===== config.mk =====
export PLATFORM = sky130hd
export DESIGN_NAME = ean8_barcode_module_encoder
export DESIGN_NICKNAME = d
export VERILOG_FILES = /design/src/rtl/ean8_pkg.sv /design/src/rtl/ean8_front.sv /design/src/rtl/ean8_fifo.sv /design/src/rtl/ean8_back.sv /design/src/rtl/ean8_barcode_module_encoder.sv
export SDC_FILE = /design/constraint.sdc
export NUM_CORES = 1
export LEC_CHECK = 0
export ABC_AREA = 1
export BUFFER_PORTS_ARGS = -buffer_cell sky130_fd_sc_hd__buf_2
export CAP_MARGIN = 25
export CORE_AREA = 2 2 150 166
export CTS_CLUSTER_DIAMETER = 80
export DETAILED_ROUTE_END_ITERATION = 12
export DIE_AREA = 0 0 152 168
export GPL_TIMING_DRIVEN = 0
export PLACE_DENSITY = 0.55
export SLEW_MARGIN = 5
export SYNTH_ARGS = -nofsm -noshare
export SYNTH_HDL_FRONTEND = slang
export SYNTH_SLANG_ARGS = --single-unit

===== constraint.sdc =====
create_clock -name clk -period 3.27 [get_ports clk]
set_input_delay 0.327 -clock clk [delete_from_list [all_inputs] [get_ports clk]]
set_output_delay 0.327 -clock clk [all_outputs]
set_load 0.01 [all_outputs]

===== src/rtl/ean8_pkg.sv =====
// ----------------------------------------------------------------------------
// ean8_pkg
// Shared types, constants and code tables for the EAN-8 module encoder.
// ----------------------------------------------------------------------------
package ean8_pkg;

  localparam int DIGITS_PER_TEXT = 8;
  localparam int JOB_FIFO_DEPTH  = 4;

  localparam logic [7:0] CHAR_ZERO = 8'h30;
  localparam logic [7:0] CHAR_NINE = 8'h39;

  localparam logic [6:0] GUARD_BITS  = 7'h05;
  localparam logic [6:0] MIDDLE_BITS = 7'h0A;
  localparam logic [2:0] GUARD_LEN   = 3'd3;
  localparam logic [2:0] MIDDLE_LEN  = 3'd5;
  localparam logic [2:0] DIGIT_LEN   = 3'd7;

  typedef enum logic [1:0] {
    ERR_NONE     = 2'd0,
    ERR_NONDIGIT = 2'd1,
    ERR_LENGTH   = 2'd2
  } err_t;

  typedef struct packed {
    logic [6:0] bits;
    logic [2:0] len;
    logic       last;
    err_t       err;
    logic [3:0] chk;
  } seg_t;

  // one or two segments produced by one byte
  typedef struct packed {
    logic two;
    seg_t seg_a;
    seg_t seg_b;
  } job_t;

  function automatic logic [6:0] l_code(input logic [3:0] d);
    logic [6:0] c;
    case (d)
      4'd0:    c = 7'h0D;
      4'd1:    c = 7'h19;
      4'd2:    c = 7'h13;
      4'd3:    c = 7'h3D;
      4'd4:    c = 7'h23;
      4'd5:    c = 7'h31;
      4'd6:    c = 7'h2F;
      4'd7:    c = 7'h3B;
      4'd8:    c = 7'h37;
      4'd9:    c = 7'h0B;
      default: c = 7'h00;
    endcase
    return c;
  endfunction

  // value is at most 36, so three conditional subtractions suffice
  function automatic logic [3:0] mod10(input logic [5:0] v);
    logic [5:0] t;
    t = v;
    if (t >= 6'd30) begin
      t = t - 6'd30;
    end else if (t >= 6'd20) begin
      t = t - 6'd20;
    end else if (t >= 6'd10) begin
      t = t - 6'd10;
    end
    return t[3:0];
  endfunction

  function automatic seg_t make_seg(input logic [6:0] bits, input logic [2:0] len,
                                    input logic last, input err_t err,
                                    input logic [3:0] chk);
    seg_t s;
    s.bits = bits;
    s.len  = len;
    s.last = last;
    s.err  = err;
    s.chk  = chk;
    return s;
  endfunction

endpackage


===== src/rtl/ean8_front.sv =====
// ----------------------------------------------------------------------------
// ean8_front
// Byte classifier: tracks the text position and check sum and turns each
// accepted byte into a job of one or two segments, or none while discarding.
// ----------------------------------------------------------------------------
module ean8_front
  import ean8_pkg::*;
(
  input  logic       clk,
  input  logic       rst_n,
  input  logic       accept,
  input  logic [7:0] char_code,
  input  logic       end_of_text,
  output logic       job_push,
  output job_t       job
);

  logic [3:0] pos_r, pos_nxt;
  logic [3:0] sum_r, sum_nxt;
  logic       disc_r, disc_nxt;

  logic       is_digit;
  logic [7:0] d_full;
  logic [3:0] d;
  logic [6:0] code;
  logic [5:0] wsum;
  logic [3:0] chk;
  seg_t       dseg;

  assign is_digit = (char_code >= CHAR_ZERO) && (char_code <= CHAR_NINE);
  assign d_full   = char_code - CHAR_ZERO;
  assign d        = d_full[3:0];
  assign code     = (pos_r >= 4'd4) ? ~l_code(d) : l_code(d);
  assign wsum     = {2'b00, sum_r} + (pos_r[0] ? {2'b00, d} : ({2'b00, d} + {1'b0, d, 1'b0}));
  assign chk      = (sum_r == 4'd0) ? 4'd0 : 4'd10 - sum_r;
  assign dseg     = make_seg(code, DIGIT_LEN, 1'b0, ERR_NONE, 4'd0);

  always_comb begin
    pos_nxt  = pos_r;
    sum_nxt  = sum_r;
    disc_nxt = disc_r;
    job_push = 1'b0;
    job.two   = 1'b0;
    job.seg_a = dseg;
    job.seg_b = make_seg(GUARD_BITS, GUARD_LEN, 1'b0, ERR_NONE, 4'd0);
    if (accept) begin
      if (disc_r) begin
        if (end_of_text) begin
          pos_nxt  = 4'd0;
          sum_nxt  = 4'd0;
          disc_nxt = 1'b0;
        end
      end else if ((pos_r >= 4'(DIGITS_PER_TEXT)) || !is_digit ||
                   (end_of_text && (pos_r != 4'(DIGITS_PER_TEXT - 1)))) begin
        job_push  = 1'b1;
        job.seg_a = make_seg(7'd0, 3'd0, 1'b1,
                             (is_digit || (pos_r >= 4'(DIGITS_PER_TEXT))) ?
                             ERR_LENGTH : ERR_NONDIGIT, 4'd0);
        pos_nxt   = 4'd0;
        sum_nxt   = 4'd0;
        disc_nxt  = !end_of_text;
      end else begin
        job_push = 1'b1;
        pos_nxt  = pos_r + 4'd1;
        if (pos_r < 4'(DIGITS_PER_TEXT - 1)) begin
          sum_nxt = mod10(wsum);
        end
        if (pos_r == 4'd0) begin
          job.two   = 1'b1;
          job.seg_a = make_seg(GUARD_BITS, GUARD_LEN, 1'b0, ERR_NONE, 4'd0);
          job.seg_b = dseg;
        end else if (pos_r == 4'd3) begin
          job.two   = 1'b1;
          job.seg_b = make_seg(MIDDLE_BITS, MIDDLE_LEN, 1'b0, ERR_NONE, 4'd0);
        end else if (end_of_text) begin
          job.two   = 1'b1;
          job.seg_b = make_seg(GUARD_BITS, GUARD_LEN, 1'b1, ERR_NONE, chk);
          pos_nxt   = 4'd0;
          sum_nxt   = 4'd0;
        end
      end
    end
  end

  always_ff @(posedge clk) begin
    if (!rst_n) begin
      pos_r  <= 4'd0;
      sum_r  <= 4'd0;
      disc_r <= 1'b0;
    end else begin
      pos_r  <= pos_nxt;
      sum_r  <= sum_nxt;
      disc_r <= disc_nxt;
    end
  end

endmodule


===== src/rtl/ean8_fifo.sv =====
// ----------------------------------------------------------------------------
// ean8_fifo
// Short job queue between the classifier and the segment sequencer.
// ----------------------------------------------------------------------------
module ean8_fifo
  import ean8_pkg::*;
#(
  parameter int DEPTH = JOB_FIFO_DEPTH
) (
  input  logic clk,
  input  logic rst_n,
  input  logic push,
  input  job_t wr_data,
  input  logic pop,
  output job_t rd_data,
  output logic full,
  output logic empty
);

  localparam int PW = (DEPTH > 1) ? $clog2(DEPTH) : 1;
  localparam int CW = $clog2(DEPTH + 1);

  job_t          mem [DEPTH];
  logic [PW-1:0] wr_ptr_r, rd_ptr_r;
  logic [CW-1:0] cnt_r;
  logic          do_push, do_pop;

  assign full    = (cnt_r == CW'(DEPTH));
  assign empty   = (cnt_r == '0);
  assign do_push = push && !full;
  assign do_pop  = pop && !empty;
  assign rd_data = mem[rd_ptr_r];

  always_ff @(posedge clk) begin
    if (do_push) begin
      mem[wr_ptr_r] <= wr_data;
    end
  end

  always_ff @(posedge clk) begin
    if (!rst_n) begin
      wr_ptr_r <= '0;
      rd_ptr_r <= '0;
      cnt_r    <= '0;
    end else begin
      if (do_push) begin
        wr_ptr_r <= (wr_ptr_r == PW'(DEPTH - 1)) ? '0 : wr_ptr_r + PW'(1);
      end
      if (do_pop) begin
        rd_ptr_r <= (rd_ptr_r == PW'(DEPTH - 1)) ? '0 : rd_ptr_r + PW'(1);
      end
      cnt_r <= cnt_r + CW'(do_push) - CW'(do_pop);
    end
  end

endmodule


===== src/rtl/ean8_back.sv =====
// ----------------------------------------------------------------------------
// ean8_back
// Segment sequencer: unpacks queued jobs into one result beat per segment,
// held in an output register until popped.
// ----------------------------------------------------------------------------
module ean8_back
  import ean8_pkg::*;
(
  input  logic clk,
  input  logic rst_n,
  input  job_t job,
  input  logic job_empty,
  output logic job_pop,
  input  logic pop,
  output logic empty,
  output seg_t seg
);

  job_t cur_r;
  logic valid_r, valid_nxt;
  logic idx_r, idx_nxt;
  logic done;

  assign empty   = !valid_r;
  assign seg     = idx_r ? cur_r.seg_b : cur_r.seg_a;
  assign done    = !valid_r || (pop && (idx_r || !cur_r.two));
  assign job_pop = done && !job_empty;

  always_comb begin
    valid_nxt = valid_r;
    idx_nxt   = idx_r;
    if (done) begin
      valid_nxt = !job_empty;
      idx_nxt   = 1'b0;
    end else if (pop) begin
      idx_nxt = 1'b1;
    end
  end

  always_ff @(posedge clk) begin
    if (job_pop) begin
      cur_r <= job;
    end
  end

  always_ff @(posedge clk) begin
    if (!rst_n) begin
      valid_r <= 1'b0;
      idx_r   <= 1'b0;
    end else begin
      valid_r <= valid_nxt;
      idx_r   <= idx_nxt;
    end
  end

  // second segment of a pair is presented right after the first is taken
  a_pair_follows: assert property (@(posedge clk) disable iff (!rst_n)
    (valid_r && pop && !idx_r && cur_r.two) |=> (valid_r && idx_r))
    else $error("second segment of job lost");

  a_error_beat: assert property (@(posedge clk) disable iff (!rst_n)
    (valid_r && (seg.len == 3'd0)) |-> (seg.last && (seg.err != ERR_NONE)))
    else $error("zero-length segment without error");

  a_check_only_end: assert property (@(posedge clk) disable iff (!rst_n)
    (valid_r && (seg.chk != 4'd0)) |-> (seg.last && (seg.len == GUARD_LEN)))
    else $error("check digit outside end guard");

endmodule


===== src/rtl/ean8_barcode_module_encoder.sv =====
// ----------------------------------------------------------------------------
// ean8_barcode_module_encoder
// EAN-8 text to bar-module segment encoder.
// ----------------------------------------------------------------------------
// Input: one text byte per beat on in_char_code / in_end_of_text, taken when
//   push is high and full is low. A byte is taken every cycle while the job
//   queue has room.
// Output: one segment per beat (guard, digit, middle guard, end guard or
//   error), shown while empty is low and taken when pop is high.
// Path: with the output side idle, a taken byte's job is written into the
//   job queue and then loaded into the output register, which shows its first segment.
// Throughput: the sequencer emits one segment per cycle while pop is high; a
//   byte yields one segment, or two when it also yields a guard, middle guard
//   or end guard; a discarded byte yields none at the output side.
// Stall: when pop stays low the current segment holds, the queue fills
//   (FIFO_DEPTH jobs) and full then rises; nothing is dropped.
// Reset: synchronous on rst_n; the text position, check sum and discard mode
//   clear and the queue and output register empty.
// ----------------------------------------------------------------------------
module ean8_barcode_module_encoder
  import ean8_pkg::*;
#(
  parameter int FIFO_DEPTH = JOB_FIFO_DEPTH
) (
  input  logic       clk,
  input  logic       rst_n,
  input  logic       push,
  output logic       full,
  input  logic [7:0] in_char_code,
  input  logic       in_end_of_text,
  output logic       empty,
  input  logic       pop,
  output logic [6:0] out_seg_bits,
  output logic [2:0] out_seg_len,
  output logic       out_last_segment,
  output logic [1:0] out_error_code,
  output logic [3:0] out_check_digit
);

  logic accept;
  logic job_push, job_pop, job_empty;
  job_t job_in, job_out;
  seg_t seg;

  assign accept = push && !full;

  ean8_front u_front (
    .clk         (clk),
    .rst_n       (rst_n),
    .accept      (accept),
    .char_code   (in_char_code),
    .end_of_text (in_end_of_text),
    .job_push    (job_push),
    .job         (job_in)
  );

  ean8_fifo #(
    .DEPTH (FIFO_DEPTH)
  ) u_fifo (
    .clk     (clk),
    .rst_n   (rst_n),
    .push    (job_push),
    .wr_data (job_in),
    .pop     (job_pop),
    .rd_data (job_out),
    .full    (full),
    .empty   (job_empty)
  );

  ean8_back u_back (
    .clk       (clk),
    .rst_n     (rst_n),
    .job       (job_out),
    .job_empty (job_empty),
    .job_pop   (job_pop),
    .pop       (pop),
    .empty     (empty),
    .seg       (seg)
  );

  assign out_seg_bits     = seg.bits;
  assign out_seg_len      = seg.len;
  assign out_last_segment = seg.last;
  assign out_error_code   = seg.err;
  assign out_check_digit  = seg.chk;

endmodule


==> run metrics <==
Setup-failing EPs final 0; Synth Instances 658; Worst Setup SP in_char_code[0]; met3 Track Usage GR 2.754%; die area 25540 um^2; number of global-route vias before repair 4409; DRC errors left 0; Hold Crit Class primary input to flip-flop; share of cells above drive strength 1 13.56%; slew margin rel. 41.11%; drt via density 4.466; crit end category flip-flop; crit share post-route 89.64%; Setup Skew 0.01386 ns; Port Buffer Count 30; most frequent cells in the layout 135 x edfxtp_1, 95 x nor2_1, 90 x nand2_1, 76 x o21ai_0, 57 x inv_1; post-synthesis cell type count 35; dpl cells 1005; wire per inst 15.13 um; Initial Util 29.23%; CTS tree done; Worst-path clk slew 0.06 ns; status finished clean; measured slew at the worst slew-check pin 0.8766 ns; Top FF cell, synth edfxtp_1; met2 usage 20.80%; Final HPWL DP 10.69 mm; max_cap viols 0; FF-to-FF End u_fifo.cnt_r[2]$_SDFF_PN0_; final worst setup slack 0.3386 ns; final core utilization 34.57%; initial antenna violation count 0; first-pass GRT wire length 24.40 mm; top-area cell type share of the netlist area 57.56%; largest net degree at the start of global routing 30; Fin Hold WS 0.2026 ns; Filler cells 2421; 1st-iter DRT viols 352; Die W 152 um; Fmax 0.3411 GHz; CTS sink count 153; gpl congestion 0.7718; FF-to-FF Start u_back.idx_r$_SDFFE_PP0P_; crit path max fanout 7; Synth area leader edfxtp_1; asr flop ratio synth 0%; CTS Root Cell clkbuf_16; CTS max path bufs 2; P_leak 0.003182 uW; overall routed net length 15.73 mm; met1 Usage GRT 16.21%; H-tree Lvls 4; max-slew violations 0; clk_lat worst skew 0.42 ns; ant diodes 0; Yosys reg bits 153; worst path required time 3.61 ns; Layout area overhead 18.28%; fin crit period 2.931 ns; fin area 8330 um^2; chip height 168 um; Total GRT Usage 12.41%; nets@finish 766; final non-filler cell total 1040; crit path to u_front.sum_r[3]$_SDFFE_PN0P_; antenna viol nets, final 0; via count 4645; Top Ports 32; Arr. time, crit path 3.27 ns; Register-to-Register Path Depth 13; synth top area cells edfxtp_1 58%, ha_1 5.9%, o21ai_0 5.4%; global route hottest layer met2; Critical Path Source Type primary input; Area after DPL 7717 um^2; post-synthesis sequential area ratio 62.68%; R2R setup slack 0.42 ns; synthesized area 7043 um^2; pre-CTS WS -0.3011 ns; total core area 24100 um^2; IR Drop Worst-Case VDD 0.3959 mV; Ys Warns 0; FP Rows 60; grt ovf 0; number of enable flip-flop cells after synthesis 135; router iterations before antenna repair 4; CTS Buf Count 17; pwr dens 785.1 nW/um^2; most common cell after layout, fill and taps aside edfxtp_1; Mapped Avg Cell Area 10.70 um^2; Hold Violations, Final 0; critical path class primary input to flip-flop
==> kinds of logic (layout without fill, tap and decap cells) <==
| group | Yosys count | count (layout) | share of synthesized area, % |
|---|---|---|---|
| simple gates | 222 | 223 | 12.99 |
| xor+xnor | 13 | 13 | 1.617 |
| other cells | 1 | 4 | 0.05324 |
| fa+ha+maj | 36 | 36 | 6.715 |
| flops | 153 | 153 | 62.68 |
| buf+inv | 88 | 156 | 4.779 |
| compound gates | 145 | 145 | 11.17 |
==> state kept, by name, summed over array words and instances, names as in the netlist <==
signal and flops:
u_fifo.wr_ptr_r 2, u_back.idx_r 1, u_front.disc_r 1, u_front.sum_r 4
u_front.pos_r 4, u_fifo.rd_ptr_r 2, u_fifo.cnt_r 3, u_fifo.mem 108
u_back.valid_r 1, u_back.cur_r 27
==> worst max-delay path: stages <==
cell and delay, ns:
buf_2 0.16, ha_1 0.26, fa_1 0.49, nand2_1 0.05
o21ai_0 0.08, ha_2 0.36, a21oi_1 0.18, nand3b_1 0.11
nand2_2 0.16, inv_1 0.10, ha_1 0.18, inv_1 0.07
nand2_1 0.08, nor2_2 0.14, nand2_1 0.08, nand2_1 0.06
nand3_1 0.06, nand2_1 0.06, nand2_1 0.05, nand2_1 0.06
nand2_1 0.05, a21oi_1 0.11
==> Yosys cell counts, types with 2 or more instances <==
cell        n
buf_1       2
xor2_1      7
nor2_2      3
fa_1        3
xnor2_1     6
o22ai_1    27
or2_2       2
nor2_1    100
o21ai_1     2
nand2_2     4
inv_1      57
inv_2       5
edfxtp_1  135
nor2_4      2
nand2_1    90
nand3_1    13
nor3_1      5
clkbuf_1   18
a211oi_1    2
ha_1       33
clkinv_1    3
buf_2       2
dfxtp_1    18
o21ai_0    76
a21oi_1    33
==> power by group <==
part	internal, uW	switching [uW]	leakage [uW]
Sequential	2680	105	0.00139
Combinational	563	1330	0.00152
Clock	1060	795	0.000269
==> stage by stage <==
step | total power, uW | setup TNS, ns
after global routing | 6950 | -0.002809
after CTS | 6580 | 0
final | 6540 | 0
after global placement | 4656 | -62.26
after floorplan | 3992 | 0
after detailed placement | 4729 | -0.8065
==> how the worst min path moves through the flow <==
| stage | slack [ns] | to | start | cells past startpoint |
|---|---|---|---|---|
| after detailed placement | 0.50 | u_front.pos_r[1]$_SDFFE_PN0P_ | u_front.pos_r[1]$_SDFFE_PN0P_ | 2 |
| after global placement | 0.49 | u_front.pos_r[1]$_SDFFE_PN0P_ | u_front.pos_r[1]$_SDFFE_PN0P_ | 2 |
| after floorplan | 0.48 | u_front.pos_r[1]$_SDFFE_PN0P_ | u_front.pos_r[1]$_SDFFE_PN0P_ | 2 |
| after global routing | 0.25 | u_back.idx_r$_SDFFE_PP0P_ | pop | 3 |
| final | 0.20 | u_back.idx_r$_SDFFE_PP0P_ | pop | 3 |
| after CTS | 0.19 | u_back.idx_r$_SDFFE_PP0P_ | pop | 3 |
==> final cells by class <==
| class | count | area, um^2 | share of cell area (%) |
|---|---|---|---|
| plain buffers | 23 | 92.59 | 1.111 |
| clock buffers | 17 | 425.4 | 5.107 |
| clock inverters | 15 | 140.1 | 1.682 |
| inverters | 65 | 247.7 | 2.974 |
| multi-input cells | 421 | 2369 | 28.43 |
| flip-flops and latches | 153 | 4415 | 53.00 |
| well taps | 310 | 387.9 | 4.656 |
| repair buffers | 36 | 252.7 | 3.034 |
==> repair_timing <==
action                     in CTS  in global routing
setup endpoints to repair       0                  4
setup buffers                   0                  2
gates resized for setup         0                  5
hold buffers                    0                  0
==> routing by layer <==
metal	share of wire [%]	wire (um)	vias up
met1	47	7338	2151
met3	4.1	647	8
met2	48	7604	103
li1	-	-	2383
met4	0.90	141	0
met5	0	0	-
Note: power is estimated with default switching activity, not from simulation.
